===== src/hw/rtl/tma_mul.sv =====
// ----------------------------------------------------------------------------
// tma_mul
// Shared signed multiplier with a registered product.
// ----------------------------------------------------------------------------
module tma_mul #(
  parameter int unsigned W = 18
) (
  input  logic                  clk_i,
  input  logic                  en_i,
  input  logic signed [W-1:0]   a_i,
  input  logic signed [W-1:0]   b_i,
  output logic signed [2*W-1:0] p_o
);

  logic signed [2*W-1:0] p_q;

  always_ff @(posedge clk_i) begin
    if (en_i) begin
      p_q <= a_i * b_i;
    end
  end

  assign p_o = p_q;

endmodule


===== config.mk =====
export PLATFORM = sky130hd
export DESIGN_NAME = tma_mul
export DESIGN_NICKNAME = d
export VERILOG_FILES = /design/src/hw/rtl/tma_mul.sv
export SDC_FILE = /design/constraint.sdc
export NUM_CORES = 1
export LEC_CHECK = 0
export BUFFER_PORTS_ARGS = -buffer_cell sky130_fd_sc_hd__buf_2
export CORE_MARGIN = 2
export CORE_UTILIZATION = 65
export DETAILED_ROUTE_END_ITERATION = 6
export PLACE_DENSITY = 0.94
export SLEW_MARGIN = 20
export SYNTH_ARGS = -nofsm -noshare
export SYNTH_HDL_FRONTEND = slang
export SYNTH_SLANG_ARGS = --single-unit

===== constraint.sdc =====
create_clock -name clk_i -period 7.75 [get_ports clk_i]
set_input_delay 0 -clock clk_i [delete_from_list [all_inputs] [get_ports clk_i]]
set_output_delay 0 -clock clk_i [all_outputs]
set_load 0.05 [all_outputs]

* Word level (Yosys, flattened, before mapping)
Index checks and enable logic that the tools add are counted.
** Operators by class
- Multipliers :: 1
** Operators with widths (number)
- 18-bit by 18-bit multiplier with 36-bit output :: 1
** Word-level totals
- Bits in registers :: 36
- Bits of input ports :: 38
- Logic and storage cells :: 2

* Depth between registers and ports, before layout
Gate-level depths: netlist of run 1.
- Depth after elaboration :: 1
- Depth in mapped cells :: 26

* Worst setup path after synthesis of run 1
OpenSTA, ideal clock, no wires.
- Kind :: input to register
- Start point :: input a_i[17]
- End point :: register p_q[35] (netlist: p_o[35]), data pin
- Cell stages on the path :: 25
- Slack :: 1.586 ns
- Arrival :: 5.905 ns
- Path through :: clkbuf_1 clkbuf_1 nand2_1 inv_1 fa_1 inv_1 fa_1 inv_1 ha_1 inv_1 fa_1 inv_1 fa_1 inv_1 fa_1 inv_1 ha_1 and3_1 and4_1 o211ai_1 o211ai_1 o41ai_1 o2111ai_1 a21oi_1 xnor2_1
** Between the ends
- Cells in the longest elaborated chain, start to end :: 1
** Ends and longest elaborated chain
- start, declared :: RTL line 10 : input logic signed [W-1:0] a_i,
- 18-bit by 18-bit multiplier with 36-bit output :: RTL line 19 : p_q <= a_i * b_i;
- end signal, assigned :: RTL line 19
- end, declared :: RTL line 15 : logic signed [2*W-1:0] p_q;
Every way passes these cells.
A chain may end at the register's enable or synchronous reset.

* Final worst setup path of run 1
- Start point :: input b_i[0]
- End point :: register p_q[35] (netlist: p_o[35]), data pin
** Between the ends
- Cells in the longest elaborated chain, start to end :: 1
** Ends and longest elaborated chain
- start, declared :: RTL line 11 : input logic signed [W-1:0] b_i,
- 18-bit by 18-bit multiplier with 36-bit output :: RTL line 19
Every way passes these cells.

==> results of run 1 <==
-- worst max path at each step --
stage / start / to / slack (ps)
after global routing: b_i[0] / p_o[35] / 870
after floorplan: a_i[17] / p_o[35] / 1590
after detailed placement: b_i[0] / p_o[35] / 970
final: b_i[0] / p_o[35] / 1250
after global placement: b_i[3] / p_o[35] / 1200
after CTS: b_i[0] / p_o[35] / 1280
-- cells in the mapped netlist, types with 5 or more instances --
| library cell | instances |
|---|---|
| sky130_fd_sc_hd__a21o_1 | 8 |
| sky130_fd_sc_hd__nor2_1 | 18 |
| sky130_fd_sc_hd__clkbuf_1 | 44 |
| sky130_fd_sc_hd__nor3_1 | 5 |
| sky130_fd_sc_hd__ha_1 | 93 |
| sky130_fd_sc_hd__a21oi_1 | 20 |
| sky130_fd_sc_hd__o21ai_0 | 15 |
| sky130_fd_sc_hd__nand3_1 | 6 |
| sky130_fd_sc_hd__inv_1 | 371 |
| sky130_fd_sc_hd__a31oi_1 | 5 |
| sky130_fd_sc_hd__nand2_1 | 157 |
| sky130_fd_sc_hd__o21bai_1 | 5 |
| sky130_fd_sc_hd__nor2b_1 | 17 |
| sky130_fd_sc_hd__edfxtp_1 | 36 |
| sky130_fd_sc_hd__fa_1 | 329 |
| sky130_fd_sc_hd__nand2b_1 | 9 |
| sky130_fd_sc_hd__and2_1 | 163 |
| sky130_fd_sc_hd__xnor2_1 | 32 |
| sky130_fd_sc_hd__o211ai_1 | 5 |
-- per-layer routing --
layer / up-vias / track usage (%) / share of wire, %
met3: 124 / 3.88 / 5.6
met4: 0 / 17.4 / 6.7
met1: 4923 / 33.5 / 32
li1: 4080 / - / -
met5: - / 0 / 0
met2: 415 / 57.2 / 55
-- metrics by stage --
| step | worst slack [ps] | hold WS (ps) |
|---|---|---|
| 2_1_floorplan | 1590 | 112 |
| 3_3_place_gp | 1200 | 539 |
| 3_5_place_dp | 968 | 539 |
| 4_1_cts | 1280 | 294 |
| 5_1_grt | 874 | 309 |
| 6_report | 1250 | 320 |
-- logic make-up after synthesis --
group / Yosys count / synth area share [%]
fa+ha+maj: 422 / 58.4
buf+inv: 415 / 11.7
simple gates: 387 / 15.0
compound gates: 82 / 4.35
flops: 36 / 8.14
xor+xnor: 34 / 2.24
mux: 2 / 0.160
-- layout make-up --
| class | count | area share (%) |
|---|---|---|
| tap | 270 | 2.42 |
| inverter | 371 | 9.98 |
| multi-input combinational | 927 | 76.2 |
| sequential | 36 | 7.75 |
| clock inverter | 2 | 0.0807 |
| timing repair buffer | 73 | 2.62 |
| clock buffer | 6 | 0.924 |
==> flow_metrics.tcl, run 1 <==
set metrics [dict create \
    postSynth.asyncResetShare_pct 0 \
    synth_largest_area_cell "sky130_fd_sc_hd__fa_1" \
    dieArea_sq_mm 0.0216 \
    cts_root_buf "sky130_fd_sc_hd__clkbuf_16" \
    cts-root-to-sink-buffers 2 \
    number_of_global_route_vias_before_repair 10788 \
    unrepaired_setup_endpoints_after_global_routing "no" \
    design_area_sq_mm 0.0140 \
    ant_nets 0 \
    synth_top_area_share_pct 49.6 \
    yosys.cell_types.count 48 \
    post_drt_via_cell_ratio 5.66 \
    gp_routability_congestion 0.961 \
    period_share_pct 83.8 \
    yosys_warnings 0 \
    ios 74 \
    grt_first_pass_wirelength_um 51300 \
    dieWidth_um 147 \
    crit_path_capture_type "register" \
    clkTransAtPathRegs_ps 50 \
    tritoncts "yes" \
    post_synth_instance_area_sq_mm 0.0133 \
    globalRoute.totalOverflow 0 \
    detail_route.iter0.violations 615 \
    post_route_cells_drive_above_1_share_pct 6.43 \
    route.final.wire_length_um 31200 \
    layout.nets 1874 \
    layout.cells.most_common "sky130_fd_sc_hd__inv_1" \
    num_antenna_cells 0 \
    critical_path_depth 24 \
    post_cts.resized_instances 0 \
    placement_rows 52 \
    fmax_ghz 0.154 \
    cap_violations 0 \
    critical_path_peak_fanout 18 \
    seqCellArea_sq_mm 0.00108 \
    postCtsSetupRepairBufs 0 \
    outcome "finished clean" \
    critical_path.top_delay_family "adder cells" \
    start_util_pct 65.8 \
    startpoint_type "input port" \
    htree_levels 2 \
    timing.hold.worst_path_depth 2 \
    post_dp_cell_area_sq_mm 0.0138 \
    post_synthesis_area_per_instance_sq_um 9.63 \
    ys_seq_area_share_pct 8.14 \
    detail_route.first_pass.iterations 7 \
    layout.cells.most_common_list "sky130_fd_sc_hd__inv_1, sky130_fd_sc_hd__fa_1, sky130_fd_sc_hd__and2_1, sky130_fd_sc_hd__nand2_1, sky130_fd_sc_hd__ha_1" \
    hold_buffers 0 \
    grt_use_total_pct 30.6 \
    antenna_found_initial 0 \
    number_of_flops_mapped_to_enable_cells_by_yosys 36 \
    fin_crit_ps 6500 \
    tightest_slew_ps 795 \
    cts_inserted_buffers 5 \
    synth.net_count 1838 \
    slew_viol_final 0 \
    top_cells_by_area_in_the_synthesized_netlist "sky130_fd_sc_hd__fa_1, sky130_fd_sc_hd__inv_1, sky130_fd_sc_hd__ha_1" \
    drc_errors 0 \
    hold_path_end "p_o[0]" \
    crit_type "input port to register" \
    max_stage_delay_ps 590 \
    multiInputGateArea_sq_mm 0.0106 \
    coreArea_sq_mm 0.0202 \
    crit_arrival_ps 6520 \
    min-delay-start "a_i[0]" \
    routed_wire_length_per_instance_um 18.5 \
    synth_top_flop_cell "sky130_fd_sc_hd__edfxtp_1" \
    syn_to_final_growth_pct 5.11 \
    worst_path_max_delay_cell "sky130_fd_sc_hd__o41ai_1" \
    num_vias 9542 \
    yosys_register_bits 36 \
    worst_hold_path_type "input port to register" \
    report.final.setup_viol 0 \
    finish.cell_count_without_fillers 1685 \
    critical_path_cell_by_cell "buf_2 -> nand2_1 -> inv_1 -> fa_1 -> inv_1 -> fa_1 -> inv_1 -> ha_1 -> inv_1 -> fa_1 -> inv_1 -> fa_1 -> inv_1 -> fa_1 -> inv_1 -> ha_1 -> and3_1 -> and4_1 -> o211ai_1 -> o211ai_1 -> o41ai_1 -> o2111ai_1 -> a21oi_1 -> xnor2_1" \
    y_dimension_of_the_die_um 147 \
    worst_ep_required_time_ps 7780 \
    final-hold-violation-count 0 \
    critical-path-top-cell-by-count "sky130_fd_sc_hd__inv_1" \
    synth_cells 1378 \
    worstPathBufferInverterCount 8 \
    largest_register_ffs 36 \
    n_fill_cell 1431 \
    buffer_ports.inserted 73 \
    placedCellCount 1677 \
    pin_count_of_the_biggest_net_entering_global_routing 37 \
    timing.setup.tns_ps 0 \
    core_util_final_pct 69.2 \
    max_slew_margin_pct 47.0 \
    hpwlAfterDp_um 25900 \
    numClockSinks 36 \
]
Power of run 1 is left out: the tool's default activity adds up to more than one toggle a clock period on the data nets, which glitch-free logic cannot reach.
==> run 2, diff against run 1 <==
==> constraint.sdc (replaced) <==
create_clock -name clk_i -period 6.75 [get_ports clk_i]
set_input_delay 0 -clock clk_i [delete_from_list [all_inputs] [get_ports clk_i]]
set_output_delay 0 -clock clk_i [all_outputs]
set_load 0.05 [all_outputs]
==> run 2 against run 1 <==
Against the previous run: non-clock buffer count grew 2; first-iteration DRC count rose by 19%; global-route usage increased by 1.9 points; utilization up 0.081 points; highest routed layer unchanged.
==> flow_metrics.tcl, run 2 (synthesis results as in run 1) <==
set metrics [dict create \
    slew_viol_final 0 \
    cap_violations 0 \
    tightest_slew_ps 838 \
    post_drt_via_cell_ratio 5.79 \
    n_fill_cell 1434 \
    fmax_ghz 0.157 \
    dieWidth_um 147 \
    post_route_cells_drive_above_1_share_pct 6.56 \
    crit_arrival_ps 6410 \
    grt_use_total_pct 32.5 \
    detail_route.first_pass.iterations 6 \
    number_of_global_route_vias_before_repair 11193 \
    worst_hold_path_type "input port to register" \
    layout.cells.most_common_list "sky130_fd_sc_hd__inv_1, sky130_fd_sc_hd__fa_1, sky130_fd_sc_hd__and2_1, sky130_fd_sc_hd__nand2_1, sky130_fd_sc_hd__ha_1" \
    grt_first_pass_wirelength_um 54000 \
    num_antenna_cells 0 \
    syn_to_final_growth_pct 5.23 \
    cts_root_buf "sky130_fd_sc_hd__clkbuf_16" \
    max_slew_margin_pct 44.2 \
    coreArea_sq_mm 0.0202 \
    hpwlAfterDp_um 26900 \
    ant_nets 0 \
    pin_count_of_the_biggest_net_entering_global_routing 37 \
    drc_errors 0 \
    detail_route.iter0.violations 730 \
    num_vias 9774 \
    layout.nets 1876 \
    tritoncts "yes" \
    layout.cells.most_common "sky130_fd_sc_hd__inv_1" \
    globalRoute.totalOverflow 0 \
    report.final.setup_viol 0 \
    unrepaired_setup_endpoints_after_global_routing "no" \
    critical_path_peak_fanout 18 \
    htree_levels 2 \
    period_share_pct 94.4 \
    outcome "finished clean" \
    clkTransAtPathRegs_ps 60 \
    timing.setup.tns_ps 0 \
    crit_path_capture_type "register" \
    route.final.wire_length_um 32700 \
    startpoint_type "input port" \
    routed_wire_length_per_instance_um 19.4 \
    start_util_pct 65.8 \
    ios 74 \
    timing.hold.worst_path_depth 2 \
    cts_inserted_buffers 5 \
    worst_ep_required_time_ps 6790 \
    fin_crit_ps 6370 \
    largest_register_ffs 36 \
    numClockSinks 36 \
    crit_type "input port to register" \
    critical_path_cell_by_cell "buf_2 -> and2_1 -> fa_1 -> inv_1 -> fa_1 -> inv_1 -> ha_1 -> inv_1 -> fa_1 -> inv_1 -> fa_1 -> inv_1 -> fa_1 -> inv_1 -> ha_1 -> and3_1 -> and4_1 -> o211ai_1 -> o211ai_1 -> o41ai_1 -> o2111ai_1 -> a21oi_1 -> xnor2_1" \
    antenna_found_initial 0 \
    gp_routability_congestion 0.898 \
    worst_path_max_delay_cell "sky130_fd_sc_hd__o41ai_1" \
    dieArea_sq_mm 0.0216 \
    max_stage_delay_ps 610 \
    cts-root-to-sink-buffers 2 \
    buffer_ports.inserted 73 \
    y_dimension_of_the_die_um 147 \
    critical-path-top-cell-by-count "sky130_fd_sc_hd__inv_1" \
    placement_rows 52 \
    postCtsSetupRepairBufs 0 \
    final-hold-violation-count 0 \
]
## run 2: cell count changes in the layout (fill, tap and decap cells not counted)
cell / before / now
sky130_fd_sc_hd__buf_4: 0 / 2
sky130_fd_sc_hd__a2111oi_1: 0 / 1
sky130_fd_sc_hd__a2111oi_0: 1 / 0
## run 2: worst paths after layout
kind	slack [ps]	end	startpoint
min	300	p_o[0]	a_i[0]
max	380	p_o[35]	b_i[1]
## run 2: area by class of cell
class	count	area (sq um)	area share, %
Tap cell	270	338	2.42
Inverter	371	1390	9.97
Clock inverter	2	11.3	0.0806
Clock buffer	6	129	0.923
Timing Repair Buffer	75	380	2.72
Multi-Input combinational cell	927	10600	76.1
Sequential cell	36	1080	7.74
## run 2: critical path: cells and delay by family
family / cells / cell delay [ps]
adders and majority gates: 7 / 3490
AOI/OAI and AO/OA: 5 / 1310
buffers and inverters: 7 / 810
xor gates and xnor gates: 1 / 90
and+or+nand+nor: 3 / 700
## run 2: what timing repair did
| action | 4_1_cts | 5_1_grt |
|---|---|---|
| hold buffers | 0 | 0 |
| gates resized for setup | 0 | 1 |
| setup endpoints to repair | 0 | 1 |
## run 2: metal layers
layer	vias to the layer above	wire length (um)	share of wire [%]	global-route usage, %
met1	4914	10200	31	35.9
li1	4086	-	-	-
met3	222	2190	6.7	4.10
met4	0	2960	9.0	23.8
met2	552	17400	53	57.9
met5	-	0	0	0
## run 2: per-stage QoR
step | instance area [sq um] | std cells | worst slack, ps | hold WS, ps | utilization [%]
6_report | 14000 | 1687 | 381 | 303 | 69.3
4_1_cts | 14000 | 1687 | 372 | 281 | 69.2
3_3_place_gp | 13800 | 1679 | 278 | 542 | 68.6
5_1_grt | 14000 | 1687 | 149 | 301 | 69.3
3_5_place_dp | 13800 | 1679 | 105 | 541 | 68.6
2_1_floorplan | 13300 | 1378 | 586 | 112 | -
Power of run 2 is left out for the same reason.
