<file path="config.mk">
export PLATFORM = sky130hd
export DESIGN_NAME = tma_isqrt
export DESIGN_NICKNAME = d
export VERILOG_FILES = /design/src/hw/rtl/tma_isqrt.sv
export SDC_FILE = /design/constraint.sdc
export NUM_CORES = 1
export LEC_CHECK = 0
export BUFFER_PORTS_ARGS = -buffer_cell sky130_fd_sc_hd__buf_4
export CAP_MARGIN = 20
export CORE_AREA = 2 2 139 141
export DETAILED_ROUTE_END_ITERATION = 10
export DIE_AREA = 0 0 141 143
export PLACE_DENSITY = 0.66
export SLEW_MARGIN = 10
export SYNTH_ARGS = -nofsm -noshare
export SYNTH_HDL_FRONTEND = slang
export SYNTH_SLANG_ARGS = --single-unit
</file>
<file path="constraint.sdc">
create_clock -name clk_i -period 6.2 [get_ports clk_i]
set_clock_uncertainty 0.05 [all_clocks]
set_input_delay 1.24 -clock clk_i [delete_from_list [all_inputs] [get_ports clk_i]]
set_output_delay 1.24 -clock clk_i [all_outputs]
set_load 0.005 [all_outputs]
</file>
<file path="src/hw/rtl/tma_isqrt.sv">
// ----------------------------------------------------------------------------
// tma_isqrt
// Floor square root, restoring form, one root bit per cycle.
// ----------------------------------------------------------------------------
module tma_isqrt #(
  parameter int unsigned RW = 34
) (
  input  logic              clk_i,
  input  logic              rst_ni,
  input  logic              start_i,
  input  logic [2*RW-1:0]   rad_i,
  output logic              done_o,
  output logic [RW-1:0]     root_o
);

  localparam int unsigned CNT_W = $clog2(RW + 1);

  logic [2*RW-1:0]  rad_q;
  logic [RW:0]      rem_q;
  logic [RW-1:0]    root_q;
  logic [CNT_W-1:0] cnt_q;

  logic [RW+2:0] rem_sh;
  logic [RW+2:0] trial;
  logic [RW+2:0] diff;
  logic          take;

  // bring down the next two radicand bits, try root*4+1
  assign rem_sh = {rem_q, rad_q[2*RW-1 -: 2]};
  assign trial  = (RW + 3)'({root_q, 2'b01});
  assign take   = (rem_sh >= trial);
  assign diff   = rem_sh - trial;

  always_ff @(posedge clk_i or negedge rst_ni) begin
    if (!rst_ni) begin
      cnt_q <= '0;
    end else if (start_i) begin
      cnt_q <= CNT_W'(RW);
    end else if (cnt_q != '0) begin
      cnt_q <= cnt_q - 1'b1;
    end
  end

  always_ff @(posedge clk_i) begin
    if (start_i) begin
      rad_q  <= rad_i;
      rem_q  <= '0;
      root_q <= '0;
    end else if (cnt_q != '0) begin
      rad_q  <= rad_q << 2;
      rem_q  <= take ? diff[RW:0] : rem_sh[RW:0];
      root_q <= {root_q[RW-2:0], take};
    end
  end

  // high during the last iteration; root_o is final after this edge
  assign done_o = (cnt_q == CNT_W'(1));
  assign root_o = root_q;

endmodule

</file>
Yosys cells after proc, flatten, opt, wreduce, memory -nomap -nowiden
Cells that the tools add are included.
Storage, ports and cells
  logic and storage cells: 15
  RAM bits: 0
  input bits: 71
  output and inout port bits: 35
  latch bits: 0
  ROM bits: 0
  register bits after elaboration: 143
  memories: 0
Operators by class
  reductions and logical operators: 2
  div/mod/pow operators: 0
  shifts and indexed selects: 0
  add/subtract/negate cells: 2
  order comparisons: 1
  bitwise operators: 0
  multiply operators: 0
  eq/ne operators: 1
  multiplexer cells: 5
Operators by type and width (count)
  two-way mux 68 bit: 2
  >= comparator 37 x 36 -> 1 bit: 1
  two-way mux 35 bit: 1
  subtractor 35 bit: 1
  two-way mux 6 bit: 2
  == test 6 x 1 -> 1 bit, second input constant: 1
  nonzero test 6 bit: 1
  subtractor 6 x 1 -> 6 bit, second input constant: 1
  nonzero test 2 bit: 1

Longest topological paths before layout
Gate-level depths: netlist (run 1).
  depth in word-level cells: 3
  mapped depth: 13
  gate-level depth less buffers: 10

Worst setup path before layout (run 1)
OpenSTA, ideal clock, no wires.
  path type: input-to-reg
  start: in start_i
  end: reg rad_q[0], enable pin
  setup slack: 2.941 ns
  path buffers: 3
  cell stages on the path: 4
  arrival: 2.813 ns
  setup time: 0.397 ns
  data required time: 5.753 ns
  cells stage by stage: clkbuf_1 buf_6 clkbuf_1 or2_2
Between the ends
  longest elaborated chain between the ends: 1
Ends and longest elaborated chain
  start: declaration: line 10  | input logic start_i,
  nonzero test 2 bit (no source line)
  end signal: assignment: line 46  | rad_q <= rad_i;
  end signal: assignment: line 50  | rad_q <= rad_q << 2;
  end: declaration: line 18  | logic [2*RW-1:0] rad_q;
No other way between the ends.
A chain may end at the register's enable or synchronous reset.

Final worst setup path (run 1)
  start: reg root_q[8] (netlist: root_o[8])
  end: reg rem_q[32]
Between the ends
  longest elaborated chain between the ends: 2
  elaborated cells between the ends (all ways): 3
  classes of those cells: 1 x add/sub; 1 x order compare; 1 x mux
Ends and longest elaborated chain
  start: declaration: line 20  | logic [RW-1:0] root_q;
  start signal: assignment: line 52  | root_q <= {root_q[RW-2:0], take};
  subtractor 35 bit / >= comparator 37 x 36 -> 1 bit (equally long branches): line 32, 31
  two-way mux 35 bit *: line 51  | rem_q <= take ? diff[RW:0] : rem_sh[RW:0];
  end signal: assignment: line 51
  end: declaration: line 19  | logic [RW:0] rem_q;
Every way passes the cells marked *; elsewhere a longest branch is shown, timed or not.

==> key figures, run 1 <==
Setup path
  • Critical path's largest stage delay: roughly 0.54 ns
  • Critical path arrival: 3.74 ns
  • Crit. Startpoint: root_o[8]
  • Crit path buffers/inverters: 2
  • CP delay by family, top: compound AO/OA/AOI/OAI gates
  • Crit Path Class: reg -> reg
  • Startpoint class of the critical path: flip-flop
  • Crit-path max FO: 19
  • Cells along the critical path: inv_1, ha_1, o21a_1, o211ai_2, a211o_1, a2111oi_4, or3_4, nand4_1, buf_4, a31oi_1, a211oi_1
  • Req. time, crit path: 6.43 ns
  • Slowest CP cell: nand4_1
  • Crit path capture type: flip-flop
  • RR Startpoint: root_o[8]

STA
  • Slew Viols, Final: 0
  • Highest Clock Rate: 284.7 MHz
  • Final period utilization: 56.65%
  • Setup Total Neg Slack: 0 ns
  • Worst hold margin: ~0.4 ns
  • Max-slew headroom: 41.19%
  • Final Hold Fails: 0
  • RSZ-0062 raised after global routing: no
  • # setup viols final: 0
  • Fin crit period: between 3 and 4 ns
  • PnR worst setup slack: 2.688 ns
  • Slew @ Worst Pin: 0.8822 ns

Routing
  • DRT Pass-1 Iters: 5
  • DR iter-0 viols: 402
  • Vias per inst: roughly 5.6
  • Drt drc: 0
  • Antenna Violating Nets Remaining: 0
  • Via count: about 6,600
  • Drt wl/cell: 16.22 um
  • Routed WL: 19,240 um

Power
  • VDD IR max: 0.2581 mV
  • Design Power: 4486 uW
  • Power per cell area: roughly 460 nW/um^2
  • Lkg Pwr: 0.003818 uW

Clock network
  • CTS H-Tree Depth: 4
  • # Post-CTS Setup Buffers: 0
  • PostCTS Resize Cnt: 0
  • CTS Buf Count: 17
  • CTS root buffer: clkbuf_16
  • TritonCTS clock tree: done
  • Maximum root-to-sink buffer count: 2
  • Reg clk slew, reported paths: ~0.07 ns
  • Hold Buf Count CTS: 0
  • Worst skew pair latency: 0.44 ns
  • Total clock sinks: approximately 140

Synthesis
  • Synth top area share: between 20% and 30%
  • Post-synth top cells: nand2_1, a21oi_1, dfxtp_1, edfxtp_1, mux2_2
  • Adder-Cell Fraction of Synth Area: 5.757%
  • Sequential element share of the synthesized area: 43.27%
  • Mapped Area: between 8000 and 9000 um^2
  • Most frequent cell after synthesis: nand2_1
  • Yosys reg bits: ~140
  • Post-synthesis mux area share: 8.999%
  • Largest family of logic cells by synthesized area: compound AO/OA/AOI/OAI gates
  • Synth Area in Simple Gates: 14.88%
  • Post-synth EDFFs: 68
  • Synth Net Count: 969
  • Avg Inst Size Synth: 9.604 um^2
  • Compound-Gate Fraction of Synth Area: 17.94%
  • Yosys warns: 0
  • Syn Inst Count: 860
  • Largest cells by area after synthesis: edfxtp_1, dfxtp_1, mux2_2
  • Synth area leader: edfxtp_1
  • Post-synth cell types: 63
  • Post-Synth XOR/XNOR Area: 3.393%
  • FFs w/ async S/R, synth: under 10%
  • Ys flop type: dfxtp_1

Die
  • Ports: between 100 and 150
  • Die X: between 100 and 150 um
  • Die area: 20,160 um^2
  • Core area: ~19,000 um^2
  • Initial Util: 44.45%
  • # rows: 50
  • Die H: 143 um

GRT
  • GR Overflow Total: 0
  • Vias in the first global route: 6,330
  • GRT Resource Usage Total: 19.55%
  • Initial antenna violation count: 0
  • First-pass GRT wire length: 31,790 um
  • Largest net degree at the start of global routing: between 70 and 80

Place
  • Half-perimeter wire length after detailed placement: 13,330 um
  • Pre-CTS WS: 2.736 ns
  • Final Wtd Congestion: 0.8958
  • Port Buffer Count: 105

Min path
  • HP Start: rem_q[33]
  • Min-delay worst type: reg -> reg

Final layout
  • # diodes: 0
  • Area grow syn2layout: 17.82%
  • Share of post-route cells with drive strength above 1: between 20% and 30%
  • Nets: ~1,000

Outcome
  • Outcome: finished, final reports clean

Job
  • Max_cap viols: 0
## flip-flops by register name, summed over array words and instances, names as in the netlist
name and cells:
root_o 34, cnt_q 6, rad_q 68, rem_q 35
## worst paths after layout
path	slack [ns]	endpoint	depth (start not counted)
max reg2reg	2.69	rem_q[32]	11
min	0.41	rem_q[33]	2
min in group asynchronous	0.55	cnt_q[2]	1
min reg2reg	0.41	rem_q[33]	2
max	2.69	rem_q[32]	11
max in group asynchronous	5.44	cnt_q[1]	1
## logic make-up (layout without fill, tap and decap cells)
logic type	count (synthesis)	after routing
mux	66	66
simple gates	261	261
fa+ha+maj	38	38
buf+inv	96	188
compound gates	224	224
xor+xnor	32	32
flops	143	143
## power by group
part	internal (uW)	switching (uW)	total (uW)
combinational	919	1250	2170
clock	556	507	1060
sequential	1150	98.5	1250
## worst register-to-register path, cell delays in order (launching register included)
cell and delay (ns):
dfxtp_1 0.36, inv_1 0.06, ha_1 0.41, o21a_1 0.18, o211ai_2 0.10, a211o_1 0.36
a2111oi_4 0.35, or3_4 0.20, nand4_1 0.54, buf_4 0.46, a31oi_1 0.20, a211oi_1 0.09
## placed cells by master (no fill, tap or decap), drive strengths merged, types with 9 or more instances in the layout
master  netlist  layout
o211ai       11      11
xnor2        24      24
a211oi       10      10
a31oi        10      10
nand3b        9       9
a21oi        73      73
edfxtp       68      68
a21o         12      12
inv          42      50
buf          13     114
nand3        34      34
and3         13      13
mux2         66      66
nor3         15      15
nor2         55      55
clkbuf       41      17
o21ai        44      44
nand2        97      97
a311oi       27      27
ha           38      38
dfxtp        69      69
## final cells by class
class,instances,area [um^2]
Sequential cell,143,3573
Clock inverter,15,203.9
Fill cell,1700,8850
Multi-Input combinational cell,621,4222
Tap cell,234,292.8
Timing Repair Buffer,114,855.8
Clock buffer,17,425.4
Inverter,42,157.7
## metal layers
layer,vias up,global-route usage [%],wire (um)
met5,-,0,0
met4,0,5.368,208
met3,18,6.338,1263
met2,144,30.60,8869
met1,3138,26.12,8901
li1,3301,-,-
## through the flow
step | instances | utilization (%) | cell area, um^2
after floorplan | 860 | - | 8259
after global placement | 1154 | 48.98 | 9101
after detailed placement | 1154 | 48.98 | 9101
after CTS | 1186 | 52.37 | 9731
after global routing | 1186 | 52.37 | 9731
final | 1186 | 52.37 | 9731
Power figures use the tool's default switching activity.
==> run 2, diff against run 1 <==
Settings changed: PLACE_DENSITY 0.66 to 0.68.
Clock period 6.2 ns to 3.05 ns, I/O delays scaled along.
==> key figures, run 2 (synthesis results as in run 1) <==
Outcome
  • Outcome: finished, final reports clean

STA
  • Final period utilization: 95.02%
  • Final Hold Fails: 0
  • RSZ-0062 raised after global routing: yes
  • PnR worst setup slack: between 0.15 and 0.2 ns
  • Fin crit period: 2.898 ns
  • # setup viols final: 0
  • Max-slew headroom: 51.79%
  • Slew Viols, Final: 0
  • Highest Clock Rate: 345.0 MHz
  • Slew @ Worst Pin: 0.7232 ns

Final layout
  • Nets: 1,079
  • Share of post-route cells with drive strength above 1: between 20% and 30%
  • Area grow syn2layout: 21.80%
  • Most frequent cells in the layout: buf_4, nand2_1, a21oi_1
  • Commonest non-fill, non-tap cell in the layout: buf_4
  • Register name with the most flops: rad_q
  • Max reg flops: 68
  • # diodes: 0

Die
  • Die H: between 100 and 150 um
  • Die X: 141 um
  • Initial Util: 44.45%
  • Core area: 18,580 um^2
  • Ports: 106
  • # rows: 50
  • Die area: a little over 20,000 um^2

Routing
  • DR iter-0 viols: around 370
  • DRT Pass-1 Iters: 5
  • Routed WL: approximately 20,000 um
  • Drt wl/cell: 16.38 um
  • Via count: between 6,000 and 7,000
  • Vias per inst: 5.496
  • Drt drc: 0
  • Antenna Violating Nets Remaining: 0

Power
  • Design Power: 9554 uW
  • Power per cell area: 949.7 nW/um^2
  • VDD IR max: 0.5710 mV
  • Lkg Pwr: 0.003978 uW

Clock network
  • Maximum root-to-sink buffer count: 2
  • CTS H-Tree Depth: 4
  • CTS Buf Count: 17
  • Worst skew pair latency: 0.43 ns
  • TritonCTS clock tree: done
  • Total clock sinks: 143
  • CTS root buffer: clkbuf_16
  • Reg clk slew, reported paths: 0.07 ns

Place
  • Pre-CTS WS: around 0.063 ns
  • Port Buffer Count: 105
  • Half-perimeter wire length after detailed placement: 13,480 um
  • Final Wtd Congestion: between 0.8 and 0.9

GRT
  • GRT Resource Usage Total: 19.93%
  • Vias in the first global route: 6,484
  • Largest net degree at the start of global routing: roughly 150
  • Initial antenna violation count: 0
  • First-pass GRT wire length: 32,540 um
  • GR Overflow Total: 0

Setup path
  • Crit Path Class: reg -> reg
  • Startpoint class of the critical path: flip-flop
  • Slowest CP cell: a2111o_1
  • Critical path arrival: 3.19 ns
  • Req. time, crit path: 3.34 ns
  • R2R depth: 10
  • Cells along the critical path: inv_1, ha_1, a21o_1, a2111o_1, a31o_2, o21a_1, a41oi_1, xnor2_1, o21ai_1, a311oi_1
  • Critical path's largest stage delay: 0.40 ns
  • Crit-path max FO: 7
  • Crit path capture type: flip-flop

Min path
  • Min-delay worst type: reg -> reg
  • Hold depth: 2

Job
  • Max_cap viols: 0
run 2: cell type report:
type / instances / area, um^2
Multi-Input combinational cell: 621 / 4279
Timing Repair Buffer: 145 / 1154
Clock inverter: 15 / 177.7
Tap cell: 234 / 292.8
Inverter: 42 / 157.7
Clock buffer: 17 / 425.4
Sequential cell: 143 / 3573
Fill cell: 1677 / 8521
run 2: report_power, final:
group          total [uW]  internal (uW)  switching, uW
Combinational        4900           2200           2690
Clock                2110           1110            996
Sequential           2550           2340            207
Total                9550           5660           3900
run 2: what timing repair did:
action,CTS,global route
endpoints found under the hold margin,6,0
buffers inserted,0,3
resized for setup,0,18
endpoints found under the setup margin,0,34
hold buffers,1,0
run 2: critical path, delay by kind of cell, from the launching register on:
kind | cells | cell delay (ns)
compound gates | 7 | 1.78
buf+inv | 1 | 0.06
fa+ha+maj | 1 | 0.39
xor+xnor | 1 | 0.15
flops | 1 | 0.38
run 2: routing by layer:
layer	wire length [um]	vias up	global-route usage, %	part of all wire [%]
li1	-	3368	-	-
met1	9183	3138	26.29	46
met2	9355	163	31.96	47
met3	1175	20	5.533	5.9
met4	226	0	6.211	1.1
met5	0	-	0	0
run 2: through the flow:
stage	cells	hold slack, ns	setup TNS, ns	area [um^2]	util (%)
after floorplan	860	0.2644	0	8259	-
after global placement	1179	0.3703	0	9339	50.26
after detailed placement	1179	0.3730	0	9339	50.26
after CTS	1212	0.4001	0	9952	53.56
after global routing	1217	0.4038	-0.01044	10060	54.14
final	1217	0.4100	0	10060	54.14
run 2: final timing paths:
check / start / to / slack [ns]
min: rem_q[33] / rem_q[33] / 0.41
min reg2reg: rem_q[33] / rem_q[33] / 0.41
min in group asynchronous: rst_ni / cnt_q[5] / 0.47
max in group asynchronous: rst_ni / cnt_q[2] / 2.36
max reg2reg: root_o[15] / rem_q[22] / 0.15
max: root_o[15] / rem_q[22] / 0.15
